File: config.mk
export PLATFORM = sky130hd
export DESIGN_NAME = ps2_mouse_packet_tracker_core
export DESIGN_NICKNAME = d
export VERILOG_FILES = /design/src/ps2mt_pkg.sv /design/src/ps2_mouse_packet_tracker_core.sv /design/src/ps2mt_tracker.sv /design/src/ps2mt_out_reg.sv
export SDC_FILE = /design/constraint.sdc
export NUM_CORES = 1
export LEC_CHECK = 0
export ABC_AREA = 1
export BUFFER_PORTS_ARGS = -buffer_cell sky130_fd_sc_hd__buf_4
export CAP_MARGIN = 20
export CORE_AREA = 10 10 150 166
export CTS_BUF_LIST = sky130_fd_sc_hd__clkbuf_16
export CTS_CLUSTER_DIAMETER = 60
export DETAILED_ROUTE_END_ITERATION = 10
export DIE_AREA = 0 0 160 176
export GPL_ROUTABILITY_DRIVEN = 0
export SKIP_LAST_GASP = 1
export SLEW_MARGIN = 20
export SYNTH_ARGS = -nofsm -noshare
export SYNTH_HDL_FRONTEND = slang
export SYNTH_SLANG_ARGS = --single-unit
File: constraint.sdc
create_clock -name clk -period 3.05 [get_ports clk]
set_input_delay 0.305 -clock clk [delete_from_list [all_inputs] [get_ports clk]]
set_output_delay 0.305 -clock clk [all_outputs]
set_load 0.05 [all_outputs]
File: src/ps2mt_pkg.sv
// shared types and constants for the ps2 mouse packet tracker
package ps2mt_pkg;

  // width of the internal position accumulators (8 to 32)
  localparam int POS_WIDTH = 16;
  // width of the position fields on the result channel
  localparam int OUT_POS_W = 16;
  localparam int BTN_W     = 3;
  localparam int BYTE_W    = 8;

  localparam logic [BYTE_W-1:0] SYNC_BIT    = 8'h08;
  localparam logic [BYTE_W-1:0] BUTTON_MASK = 8'h07;
  localparam logic [POS_WIDTH-1:0] POS_MAX  = {POS_WIDTH{1'b1}};

  // packet byte phase
  typedef enum logic [1:0] {
    PH_HEAD = 2'd0,
    PH_DX   = 2'd1,
    PH_DY   = 2'd2
  } phase_t;

  // one result item
  typedef struct packed {
    logic [BTN_W-1:0]     buttons;
    logic [OUT_POS_W-1:0] pos_x;
    logic [OUT_POS_W-1:0] pos_y;
  } result_t;

  // add a signed byte delta to a position and clamp to [0, POS_MAX]
  function automatic logic [POS_WIDTH-1:0] add_clamp(input logic [POS_WIDTH-1:0] pos,
                                                     input logic [POS_WIDTH+1:0] delta);
    logic [POS_WIDTH+1:0] sum;
    sum = {2'b00, pos} + delta;
    if (sum[POS_WIDTH+1]) begin
      return '0;
    end else if (sum[POS_WIDTH]) begin
      return POS_MAX;
    end else begin
      return sum[POS_WIDTH-1:0];
    end
  endfunction

  // low bits of a position as carried on the result channel
  function automatic logic [OUT_POS_W-1:0] to_out(input logic [POS_WIDTH-1:0] pos);
    logic [POS_WIDTH+OUT_POS_W-1:0] ext;
    ext = {{OUT_POS_W{1'b0}}, pos};
    return ext[OUT_POS_W-1:0];
  endfunction

endpackage

File: src/ps2_mouse_packet_tracker_core.sv
// top level of the ps2 mouse three-byte packet tracker
//
// Usage: feed the bytes received from the mouse on the in_ channel, one byte
// per item. Bytes form three-byte packets: a header (bit 3 set, buttons in
// bits 2:0), an x delta and a y delta, both signed. A header byte without the
// sync bit is dropped. On each completed packet one item appears on the out_
// channel with the buttons and the updated x/y position, clamped at zero and
// saturated at the top of the position range (y moves opposite to dy).
// A packet's last byte goes through the input register, then the result
// register, and waits in the input register while a stalled item holds the
// result register. Throughput: one byte per cycle while the result register
// is free; the whole update is one pass of logic between the two registers.
// Reset (rst_n low, synchronous) clears both registers, the packet phase and
// the positions. When the receiver stalls, the result register holds its item
// and the input register takes one more byte; after that in_ready drops until
// the result is taken, whether or not the waiting byte would give a result.
module ps2_mouse_packet_tracker_core (
  input  logic                                clk,
  input  logic                                rst_n,
  input  logic                                in_valid,
  output logic                                in_ready,
  input  logic [ps2mt_pkg::BYTE_W-1:0]        in_rx_byte,
  output logic                                out_valid,
  input  logic                                out_ready,
  output logic [ps2mt_pkg::BTN_W-1:0]         out_buttons,
  output logic [ps2mt_pkg::OUT_POS_W-1:0]     out_pos_x,
  output logic [ps2mt_pkg::OUT_POS_W-1:0]     out_pos_y
);

  logic                         in_valid_r, in_valid_nxt;
  logic [ps2mt_pkg::BYTE_W-1:0] in_byte_r, in_byte_nxt;
  logic                         advance;
  logic                         slot_free;
  logic                         res_valid;
  ps2mt_pkg::result_t           res;
  ps2mt_pkg::result_t           out_data;

  // the held byte moves on when the result slot can take its result
  assign advance  = in_valid_r && slot_free;
  assign in_ready = !in_valid_r || advance;

  // input register
  always_comb begin
    in_valid_nxt = in_valid_r;
    in_byte_nxt  = in_byte_r;
    if (in_valid && in_ready) begin
      in_valid_nxt = 1'b1;
      in_byte_nxt  = in_rx_byte;
    end else if (advance) begin
      in_valid_nxt = 1'b0;
    end
  end

  always_ff @(posedge clk) begin
    if (!rst_n) begin
      in_valid_r <= 1'b0;
    end else begin
      in_valid_r <= in_valid_nxt;
    end
  end

  always_ff @(posedge clk) begin
    in_byte_r <= in_byte_nxt;
  end

  // packet tracking
  ps2mt_tracker u_tracker (
    .clk       (clk),
    .rst_n     (rst_n),
    .step      (advance),
    .rx_byte   (in_byte_r),
    .res_valid (res_valid),
    .res       (res)
  );

  // result register
  ps2mt_out_reg u_out_reg (
    .clk       (clk),
    .rst_n     (rst_n),
    .load      (res_valid),
    .load_data (res),
    .free      (slot_free),
    .out_valid (out_valid),
    .out_ready (out_ready),
    .out_data  (out_data)
  );

  assign out_buttons = out_data.buttons;
  assign out_pos_x   = out_data.pos_x;
  assign out_pos_y   = out_data.pos_y;

endmodule

File: src/ps2mt_tracker.sv
// packet phase tracking and position accumulation for one byte per step
module ps2mt_tracker (
  input  logic                          clk,
  input  logic                          rst_n,
  input  logic                          step,
  input  logic [ps2mt_pkg::BYTE_W-1:0]  rx_byte,
  output logic                          res_valid,
  output ps2mt_pkg::result_t            res
);

  ps2mt_pkg::phase_t phase_r, phase_nxt;
  logic [ps2mt_pkg::BTN_W-1:0]     held_buttons_r, held_buttons_nxt;
  logic [ps2mt_pkg::BYTE_W-1:0]    held_dx_r, held_dx_nxt;
  logic [ps2mt_pkg::POS_WIDTH-1:0] cur_x_r, cur_x_nxt;
  logic [ps2mt_pkg::POS_WIDTH-1:0] cur_y_r, cur_y_nxt;
  logic [ps2mt_pkg::BTN_W-1:0]     cur_buttons_r, cur_buttons_nxt;

  logic [ps2mt_pkg::POS_WIDTH+1:0] dx_ext;
  logic [ps2mt_pkg::POS_WIDTH+1:0] dy_neg;
  logic [ps2mt_pkg::POS_WIDTH-1:0] new_x;
  logic [ps2mt_pkg::POS_WIDTH-1:0] new_y;
  logic                            sync_ok;

  // deltas sign extended; y is subtracted (screen y inverted)
  assign dx_ext  = {{(ps2mt_pkg::POS_WIDTH-6){held_dx_r[7]}}, held_dx_r};
  assign dy_neg  = '0 - {{(ps2mt_pkg::POS_WIDTH-6){rx_byte[7]}}, rx_byte};
  assign new_x   = ps2mt_pkg::add_clamp(cur_x_r, dx_ext);
  assign new_y   = ps2mt_pkg::add_clamp(cur_y_r, dy_neg);
  assign sync_ok = |(rx_byte & ps2mt_pkg::SYNC_BIT);

  // next phase
  always_comb begin
    phase_nxt = phase_r;
    if (step) begin
      case (phase_r)
        ps2mt_pkg::PH_DX: phase_nxt = ps2mt_pkg::PH_DY;
        ps2mt_pkg::PH_DY: phase_nxt = ps2mt_pkg::PH_HEAD;
        default:          phase_nxt = sync_ok ? ps2mt_pkg::PH_DX : ps2mt_pkg::PH_HEAD;
      endcase
    end
  end

  // data updates and result
  always_comb begin
    held_buttons_nxt = held_buttons_r;
    held_dx_nxt      = held_dx_r;
    cur_x_nxt        = cur_x_r;
    cur_y_nxt        = cur_y_r;
    cur_buttons_nxt  = cur_buttons_r;
    res_valid        = 1'b0;
    case (phase_r)
      ps2mt_pkg::PH_DX: begin
        if (step) begin
          held_dx_nxt = rx_byte;
        end
      end
      ps2mt_pkg::PH_DY: begin
        if (step) begin
          cur_x_nxt       = new_x;
          cur_y_nxt       = new_y;
          cur_buttons_nxt = held_buttons_r;
          res_valid       = 1'b1;
        end
      end
      default: begin
        if (step && sync_ok) begin
          held_buttons_nxt = rx_byte[ps2mt_pkg::BTN_W-1:0];
        end
      end
    endcase
  end

  assign res.buttons = cur_buttons_nxt;
  assign res.pos_x   = ps2mt_pkg::to_out(cur_x_nxt);
  assign res.pos_y   = ps2mt_pkg::to_out(cur_y_nxt);

  // state registers
  always_ff @(posedge clk) begin
    if (!rst_n) begin
      phase_r        <= ps2mt_pkg::PH_HEAD;
      held_buttons_r <= '0;
      held_dx_r      <= '0;
      cur_x_r        <= '0;
      cur_y_r        <= '0;
      cur_buttons_r  <= '0;
    end else begin
      phase_r        <= phase_nxt;
      held_buttons_r <= held_buttons_nxt;
      held_dx_r      <= held_dx_nxt;
      cur_x_r        <= cur_x_nxt;
      cur_y_r        <= cur_y_nxt;
      cur_buttons_r  <= cur_buttons_nxt;
    end
  end

endmodule

File: src/ps2mt_out_reg.sv
// result register on the output channel
module ps2mt_out_reg (
  input  logic               clk,
  input  logic               rst_n,
  input  logic               load,
  input  ps2mt_pkg::result_t load_data,
  output logic               free,
  output logic               out_valid,
  input  logic               out_ready,
  output ps2mt_pkg::result_t out_data
);

  logic               valid_r, valid_nxt;
  ps2mt_pkg::result_t data_r, data_nxt;

  // slot can take a new item if empty or being drained now
  assign free = !valid_r || out_ready;

  always_comb begin
    valid_nxt = valid_r;
    data_nxt  = data_r;
    if (load) begin
      valid_nxt = 1'b1;
      data_nxt  = load_data;
    end else if (out_ready) begin
      valid_nxt = 1'b0;
    end
  end

  always_ff @(posedge clk) begin
    if (!rst_n) begin
      valid_r <= 1'b0;
    end else begin
      valid_r <= valid_nxt;
    end
  end

  // payload
  always_ff @(posedge clk) begin
    data_r <= data_nxt;
  end

  assign out_valid = valid_r;
  assign out_data  = data_r;

endmodule

### After elaboration in Yosys (flattened, before gate mapping)

Index checks and enable logic that the tools add are counted.

* flip-flop bits (word level): 93
* output and inout port bits: 37

* add/sub/neg operators: 3
* eq/ne operators: 2
* mux-type cells: 18
* bitwise operators: 1
* reduce and logical (&&, ||, !) cells: 12

Operators by type and width (number)
* 2-to-1 mux 16 bit: 8
* adder 16 x 18 -> 18 bit: 1
* adder 17 x 8 -> 18 bit: 1
* subtractor 1 x 8 -> 9 bit (first input constant): 1
* 2-to-1 mux 1 bit: 7
* 2-to-1 mux 3 bit: 2
* case mux 2 bit (2 select lines): 1
* AND reduction 2 bit: 2
* nonzero test 2 bit: 2
* logical AND 1 bit: 3
* == test 2 x 1 -> 1 bit (second input constant): 1
* == test 2 bit (second input constant): 1
* zero test 1 bit: 2
* logical OR 1 bit: 2
* OR reduction 2 bit: 1
* NOT 1 bit: 1

### Depth between registers and ports, before layout

Gate-level depths: netlist (run 1).

* depth after elaboration: 6
* depth in mapped cells: 21
* gate-level depth less buffers: 20

### Cells and area by module

From an unflattened synthesis (run 1), not the netlist that was laid out.

* cell total of the unflattened synthesis: 705
* area, all modules: 5487.8 sq um

By module, submodules not included
* ps2mt_tracker: times used 1, cells an instance 647, area an instance 4091.4 sq um, seq. area each 960.9 sq um
* ps2mt_out_reg: times used 1, cells an instance 41, area an instance 1097.3 sq um, seq. area each 1071.0 sq um
* ps2_mouse_packet_tracker_core: times used 1, cells an instance 17, area an instance 299.0 sq um, seq. area each 260.2 sq um

### Worst setup path after synthesis (run 1)

No wires, ideal clock.

* path type: reg2reg
* start point: reg in_byte_r[0] (netlist name)
* end point: reg u_out_reg.data_r, in the netlist u_out_reg.out_data[10], data pin
* setup time: 0.254 ns
* arrival time: 2.572 ns
* required time: 2.796 ns
* path slack: 0.225 ns
* stages on the path, launching flop included: 19
* buffers on the path: 1
* clock period less this slack: 2.825 ns
* path through: edfxtp_1 inv_1 ha_1 nand3_2 nor2_2 nand3_1 nand2_1 inv_1 ha_1 nand2_2 nor2_2 inv_2 nor3_2 nand2_2 a21oi_1 nor2_4 buf_6 nand2_2 nand2_1

RTL lines
* start, declared: RTL line ps2_mouse_packet_tracker_core.sv:31 `logic [ps2mt_pkg::BYTE_W-1:0] in_byte_r, in_byte_nxt;`
* start signal, assigned: RTL line ps2_mouse_packet_tracker_core.sv:63 `in_byte_r <= in_byte_nxt;`
* end signal, assigned: RTL line ps2mt_out_reg.sv:40 `data_r <= data_nxt;`
* end, declared: RTL line ps2mt_out_reg.sv:14 `ps2mt_pkg::result_t data_r, data_nxt;`

==> metrics.cfg, run 1 <==
[setup_path]
worst-r2r-setup-slack_ns = 0.13
critPathLaunchType = register
cp-end-kind = register
r2r_start = in_byte_r[0]
critical-path-max-stage-delay_ns = 0.41
crit_slowest_cell = edfxtp_1
regToRegEndpoint = u_out_reg.out_data[15]
r2r_cells = 19
critPathTopFamily = simple AND/OR/NAND/NOR gates
cp_max_fo = 5
path_depth = 19
critPathLaunch = in_byte_r[0]
path_class = register to register
path_buf_inv = 5
endpoint = u_out_reg.out_data[15]
crit_arrival_ns = 3.03
crit_chain = inv_2 -> ha_4 -> nand3_4 -> nor2_4 -> nand3_2 -> nand2_2 -> clkinvlp_4 -> buf_4 -> ha_4 -> nand2_2 -> nor2_4 -> inv_2 -> nor3_2 -> nand2_2 -> a21oi_4 -> nor2_4 -> buf_4 -> nand2_1 -> nand2_1
crit_required_ns = 3.16

[routing]
drt-pass1-iter-count = 5
wl_per_cell_um = 12.6
route.detailed.drc = 0
drt_iter0_drc = 241
vias = 4760
vias_per_cell = 4.27
routed_wl_mm = 14.1
drtAntennaViolNets = 0

[synthesis]
postSynth.topFlopCell = dfxtp_1
synth_edf_count = 43
syn-cell-area_um2 = 5720
synth_top_area_share_pct = 22.6
syn_avg_cell_area_um2 = 7.75
synth_seq_area_share_pct = 40.1
synth_nets = 790
synth.most_common_cell = nand2_1
ys_seq_elements = 93
synth_common_cells = 261 x nand2_1, 79 x inv_1, 52 x a21oi_1
synth.area.top_cells = edfxtp_1 23%, dfxtp_1 17%, nand2_1 17%
synth-async-reset-ratio_pct = 0
synth.distinct_cells = 36
ys_warn_count = 0
yosysTopAreaCell = edfxtp_1
synthCells = 738

[final_layout]
stdcell_area_um2 = 7160
final_nets = 868
instances_no_fill = 1116
multi_input_area_um2 = 3230
final_util_pct = 33.0
drive_above_1_share_pct = 26.2
insertedDiodeCount = 0
regArea_um2 = 2290
areaGrowthSynthToFinish_pct = 25.2
num-fill-cells = 2345

[power]
leakagePower_nw = 3.36
power_mw = 2.79
p_switching_mw = 0.698
powerDensity_nw_per_um2 = 389
intPower_mw = 2.09
p_comb_share_pct = 10.5
vdd_drop_max_uv = 275
pwr-share-seq_pct = 47.6
p_sw_share_pct = 25.0
clkPwrFrac_pct = 41.8

[clock_network]
clockBufferDepth = 2
cts_tree = done
clk_pin_slew_worst_paths_ns = 0.07
cts_inserted_buffers = 9
cts_root_buf = clkbuf_16
cts_hold_buf = 0
clock_sinks = 93
h-tree-depth = 3
clk_latency_ns = 0.35

[flow_run]
maxCapViolations = 0

[floorplan]
die_w_um = 160
fp.dieArea_um2 = 28200
core_um2 = 21700
initial_utilization_pct = 26.4
die_h_um = 176
rows = 57
io_pins = 49

[sta]
period_needed_ns = 2.92
rsz0062_at_grt = yes
finalSetupViolCount = 0
final-max-slew-violation-count = 0
holdWs_ns = 0.121
hold_viol = 0
max-slew-margin-rel_pct = 28.5
layout_setup_ws_ns = 0.135
worst_pin_slew_ns = 1.07
max_freq_mhz = 343
finClkSkew_ns = 0.00736
setup_tns_ns = 0
fin_crit_sh_pct = 95.6

[placement]
dp.cells = 1082
dp_hpwl_mm = 10.1
portBuffers = 48
placed_area_um2 = 6470
dp_slack_ns = -0.123

[grt]
grt_max_degree = 46
global_route.usage.met2_pct = 17.0
grt_pass1_wl_mm = 23.1
use_met3_pct = 2.49
grt_usage_pct = 10.0
grt_overflow = 0
antenna_found_initial = 0
grt_use_met1_pct = 12.0
busiest_layer = met2
grt_pass1_vias = 4650

[worst_hold_path]
min_path_type = input pin to register

[outcome]
status = finished clean

routing by layer:
| metal | vias up | wire [um] |
|---|---|---|
| li1 | 2535 | - |
| met1 | 2139 | 6500 |
| met2 | 70 | 6840 |
| met3 | 16 | 512 |
| met4 | 0 | 258 |
| met5 | - | 0 |
layout make-up:
| type | instances | share of cell area (%) |
|---|---|---|
| clock buffers | 11 | 3.84 |
| clock inverters | 5 | 0.472 |
| inverters | 86 | 4.58 |
| multi-input cells | 545 | 45.2 |
| flip-flops and latches | 93 | 32.0 |
| well taps | 295 | 5.15 |
| repair buffers | 81 | 8.80 |
worst register-to-register path: cells and delay by family, from the launching register on:
family | cells | cell delay (ns)
buffers and inverters | 5 | 0.65
adders and majority gates | 2 | 0.44
DFF | 1 | 0.41
and+or+nand+nor | 11 | 1.00
AOI/OAI and AO/OA | 1 | 0.17
state kept, by name (all words and copies together), names as in the netlist, 2 cells and up:
name / flops
u_tracker.held_buttons_r: 3
u_tracker.cur_x_r: 16
u_out_reg.out_data: 35
u_tracker.phase_r: 2
in_byte_r: 8
u_tracker.cur_buttons_r: 3
u_tracker.cur_y_r: 16
u_tracker.held_dx_r: 8
worst min path at each step:
stage                                 from                      to  slack (ns)  cells past startpoint
global route                 in_rx_byte[5]            in_byte_r[5]        0.10                      1
CTS                          in_rx_byte[6]            in_byte_r[6]        0.11                      1
finish                       in_rx_byte[6]            in_byte_r[6]        0.12                      1
floorplan                    in_rx_byte[0]            in_byte_r[0]        0.40                      0
global placement    u_tracker.held_dx_r[2]  u_tracker.held_dx_r[2]        0.46                      2
detailed placement  u_tracker.held_dx_r[2]  u_tracker.held_dx_r[2]        0.46                      2
cell usage in the layout (no fill, tap or decap), types with 3 or more instances in the layout:
| cell | instances |
|---|---|
| a21oi_1 | 44 |
| nor2_4 | 6 |
| buf_6 | 6 |
| a21oi_2 | 31 |
| dfxtp_1 | 50 |
| clkinv_2 | 3 |
| or2_2 | 3 |
| xnor2_1 | 15 |
| nand2_1 | 252 |
| ha_1 | 28 |
| nand2_4 | 4 |
| o21ai_0 | 11 |
| a211oi_1 | 3 |
| nand3b_1 | 9 |
| nand3_2 | 5 |
| xor2_1 | 5 |
| nand2_2 | 38 |
| ha_4 | 9 |
| inv_2 | 11 |
| nor2_1 | 33 |
| nand3_1 | 28 |
| inv_1 | 73 |
| clkbuf_16 | 11 |
| nor3_1 | 4 |
| buf_4 | 75 |
| edfxtp_1 | 43 |
power by group through the flow:
stage	logic, mW	clock network, mW	registers, mW
after floorplan	0.162	0	1.36
after global placement	0.237	0	1.35
after detailed placement	0.237	0	1.35
after CTS	0.258	1.21	1.32
after global routing	0.327	1.26	1.33
final	0.294	1.17	1.33
cells by family (layout without fill, tap and decap cells):
family | after synthesis | count (layout) | share of synthesized area, %
fa+ha+maj | 40 | 40 | 9.01
simple gates | 389 | 389 | 30.3
compound gates | 96 | 96 | 10.3
flops | 93 | 93 | 40.1
buf+inv | 100 | 183 | 7.22
xor+xnor | 20 | 20 | 3.06
repair_timing:
item	CTS	global route
endpoints found under the setup margin	32	33
setup buffers	9	8
resized for setup	11	43
gates cloned	0	1
pin swaps	4	13
Power figures use the tool's default switching activity.
==> run 2, diff against run 1 <==
Settings changed: ABC_AREA 1 to default, CORE_AREA 10 10 150 166 to 10 10 147 163, DIE_AREA 0 0 160 176 to 0 0 157 173.
==> run 2 against run 1 <==
Compared with the run above:
- the run now ends with setup timing left
- area after synthesis decreased by 4.3%
- sequential share of layout area increased by 0.24 points
- core utilization increased by 1.8 points
- clock skew increased by 0.0017 ns
- clock-buffer cell count decreased by 2
- via count increased by 1.2%
- hold slack got worse by 0.0086 ns
- combinational power increased by 4%
- die area decreased by 3.5%
- worst setup slack got worse by 0.17 ns
- maximum frequency decreased by 5.6%
- critical path depth decreased by 5
- critical path type unchanged
- highest routed layer unchanged
==> metrics.cfg, run 2 <==
[outcome]
status = complete, but fails checks
violations = setup timing

[power]
p_switching_mw = 0.705
clkPwrFrac_pct = 41.7
power_mw = 2.79
intPower_mw = 2.09
pwr-share-seq_pct = 47.3
vdd_drop_max_uv = 248
p_sw_share_pct = 25.2
leakagePower_nw = 2.93
p_comb_share_pct = 10.9
powerDensity_nw_per_um2 = 393

[synthesis]
ys_seq_elements = 93
synth_edf_count = 43
synth_nets = 641
syn_avg_cell_area_um2 = 9.29
synth.area.top_cells = edfxtp_1 24%, dfxtp_1 18%, ha_1 8.7%
synth_top_area_share_pct = 23.6
synthCells = 589
yosysTopAreaCell = edfxtp_1
synth-async-reset-ratio_pct = 0
synth_common_cells = 65 x nand2_1, 55 x a21oi_1, 50 x dfxtp_1
synth_seq_area_share_pct = 41.9
postSynth.topFlopCell = dfxtp_1
syn-cell-area_um2 = 5470
synth.distinct_cells = 61
synth.most_common_cell = nand2_1
ys_warn_count = 0

[setup_path]
cp-end-kind = register
cp_max_fo = 10
path_class = register to register
crit_required_ns = 3.16
crit_arrival_ns = 3.20
critPathLaunchType = register

[floorplan]
die_w_um = 157
die_h_um = 173
io_pins = 49
rows = 55
initial_utilization_pct = 26.8
fp.dieArea_um2 = 27200
core_um2 = 20400

[placement]
dp_hpwl_mm = 10.7
portBuffers = 48
placed_area_um2 = 6550

[final_layout]
largest_register_ffs = 35
insertedDiodeCount = 0
drive_above_1_share_pct = 26.5
num-fill-cells = 2101
layout_common_cells = 120 x buf_4, 63 x nand2_1, 50 x dfxtp_1, 49 x a21oi_1, 43 x edfxtp_1
final_nets = 749
areaGrowthSynthToFinish_pct = 29.9
stdcell_area_um2 = 7110
final_common_cell = buf_4
final_util_pct = 34.8

[clock_network]
clockBufferDepth = 2
h-tree-depth = 3
clock_sinks = 93
clk_latency_ns = 0.36
cts_hold_buf = 0
cts_root_buf = clkbuf_16
cts_inserted_buffers = 9
clk_pin_slew_worst_paths_ns = 0.08
cts_tree = done

[grt]
grt_usage_pct = 10.7
grt_pass1_wl_mm = 23.6
grt_max_degree = 47
grt_pass1_vias = 4599
antenna_found_initial = 0
grt_overflow = 0

[routing]
route.detailed.drc = 0
routed_wl_mm = 14.7
drt_iter0_drc = 316
wl_per_cell_um = 15.3
vias = 4818
drt-pass1-iter-count = 5
vias_per_cell = 5.03
drtAntennaViolNets = 0

[sta]
worst_pin_slew_ns = 0.882
period_needed_ns = 3.09
fin_crit_sh_pct = 101
finalSetupViolCount = 13
layout_setup_ws_ns = -0.0390
max_freq_mhz = 324
final-max-slew-violation-count = 0
finClkSkew_ns = 0.00906
rsz0062_at_grt = yes
holdWs_ns = 0.113
max-slew-margin-rel_pct = 41.1
hold_viol = 0

[flow_run]
maxCapViolations = 0

[worst_hold_path]
min_path_type = input pin to register

## run 2: metal layers
metal	vias to the layer above	GRT usage, %	part of all wire, %
met1	2269	13.0	44
met3	23	2.73	5.5
met4	0	4.29	2.3
li1	2415	-	-
met2	111	17.6	48
met5	-	0	0
## run 2: critical path: stages (launching register included)
cell       delay (ns)
edfxtp_1         0.40
nor3_2           0.24
nand3b_1         0.15
o21bai_2         0.20
inv_4            0.11
buf_4            0.16
ha_4             0.29
and3_4           0.23
nand3_2          0.11
a31oi_4          0.26
a2111oi_4        0.12
a21oi_2          0.20
buf_6            0.17
buf_12           0.13
o21ai_1          0.08
## run 2: what timing repair did
action | CTS | global route
pin swaps | 3 | 9
setup buffers | 3 | 7
gates resized for setup | 14 | 27
setup endpoints to repair | 31 | 44
## run 2: kinds of logic (layout without fill, tap and decap cells)
| group | after synthesis | in the layout | share of synthesized area [%] |
|---|---|---|---|
| AO/OA/AOI/OAI | 197 | 197 | 24.3 |
| AND/OR/NAND/NOR | 183 | 183 | 15.6 |
| flip-flops | 93 | 93 | 41.9 |
| buffers and inverters | 44 | 157 | 3.50 |
| adder cells (fa/ha/maj) | 40 | 40 | 9.42 |
| XOR/XNOR | 30 | 30 | 4.94 |
| multiplexers | 2 | 2 | 0.366 |
## run 2: per-stage QoR
stage / TNS (ns) / setup slack (ns) / cells
after floorplan: 0 / 0.00238 / 589
after global placement: -0.865 / -0.115 / 932
after detailed placement: -2.08 / -0.154 / 932
after CTS: -0.926 / -0.115 / 951
after global routing: -4.93 / -0.238 / 958
final: -0.232 / -0.0390 / 958
## run 2: layout make-up
type	instances	area, um2	share of cell area (%)
clock buffer	9	225	3.17
clock inverter	7	73.8	1.04
inverter	17	66.3	0.933
multi-input combinational	452	3170	44.6
sequential	93	2290	32.2
tap	256	320	4.50
timing repair buffer	124	963	13.5
## run 2: power groups by stage
| stage | registers (mW) | clock network [mW] | logic, mW |
|---|---|---|---|
| after CTS | 1.32 | 1.19 | 0.283 |
| after global placement | 1.35 | 0 | 0.271 |
| final | 1.32 | 1.17 | 0.306 |
| after detailed placement | 1.35 | 0 | 0.271 |
| after global routing | 1.32 | 1.24 | 0.336 |
| after floorplan | 1.35 | 0 | 0.155 |
## run 2: final timing paths
| path | startpoint | endpoint | slack (ns) | cells after the start |
|---|---|---|---|---|
| worst max-delay path | in_byte_r[2] | u_out_reg.out_data[5] | -0.04 | 14 |
| worst min-delay path | in_rx_byte[2] | in_byte_r[2] | 0.11 | 1 |
| worst max register to register | in_byte_r[2] | u_out_reg.out_data[5] | -0.04 | 14 |
| worst min register to register | u_tracker.held_dx_r[5] | u_tracker.held_dx_r[5] | 0.46 | 2 |
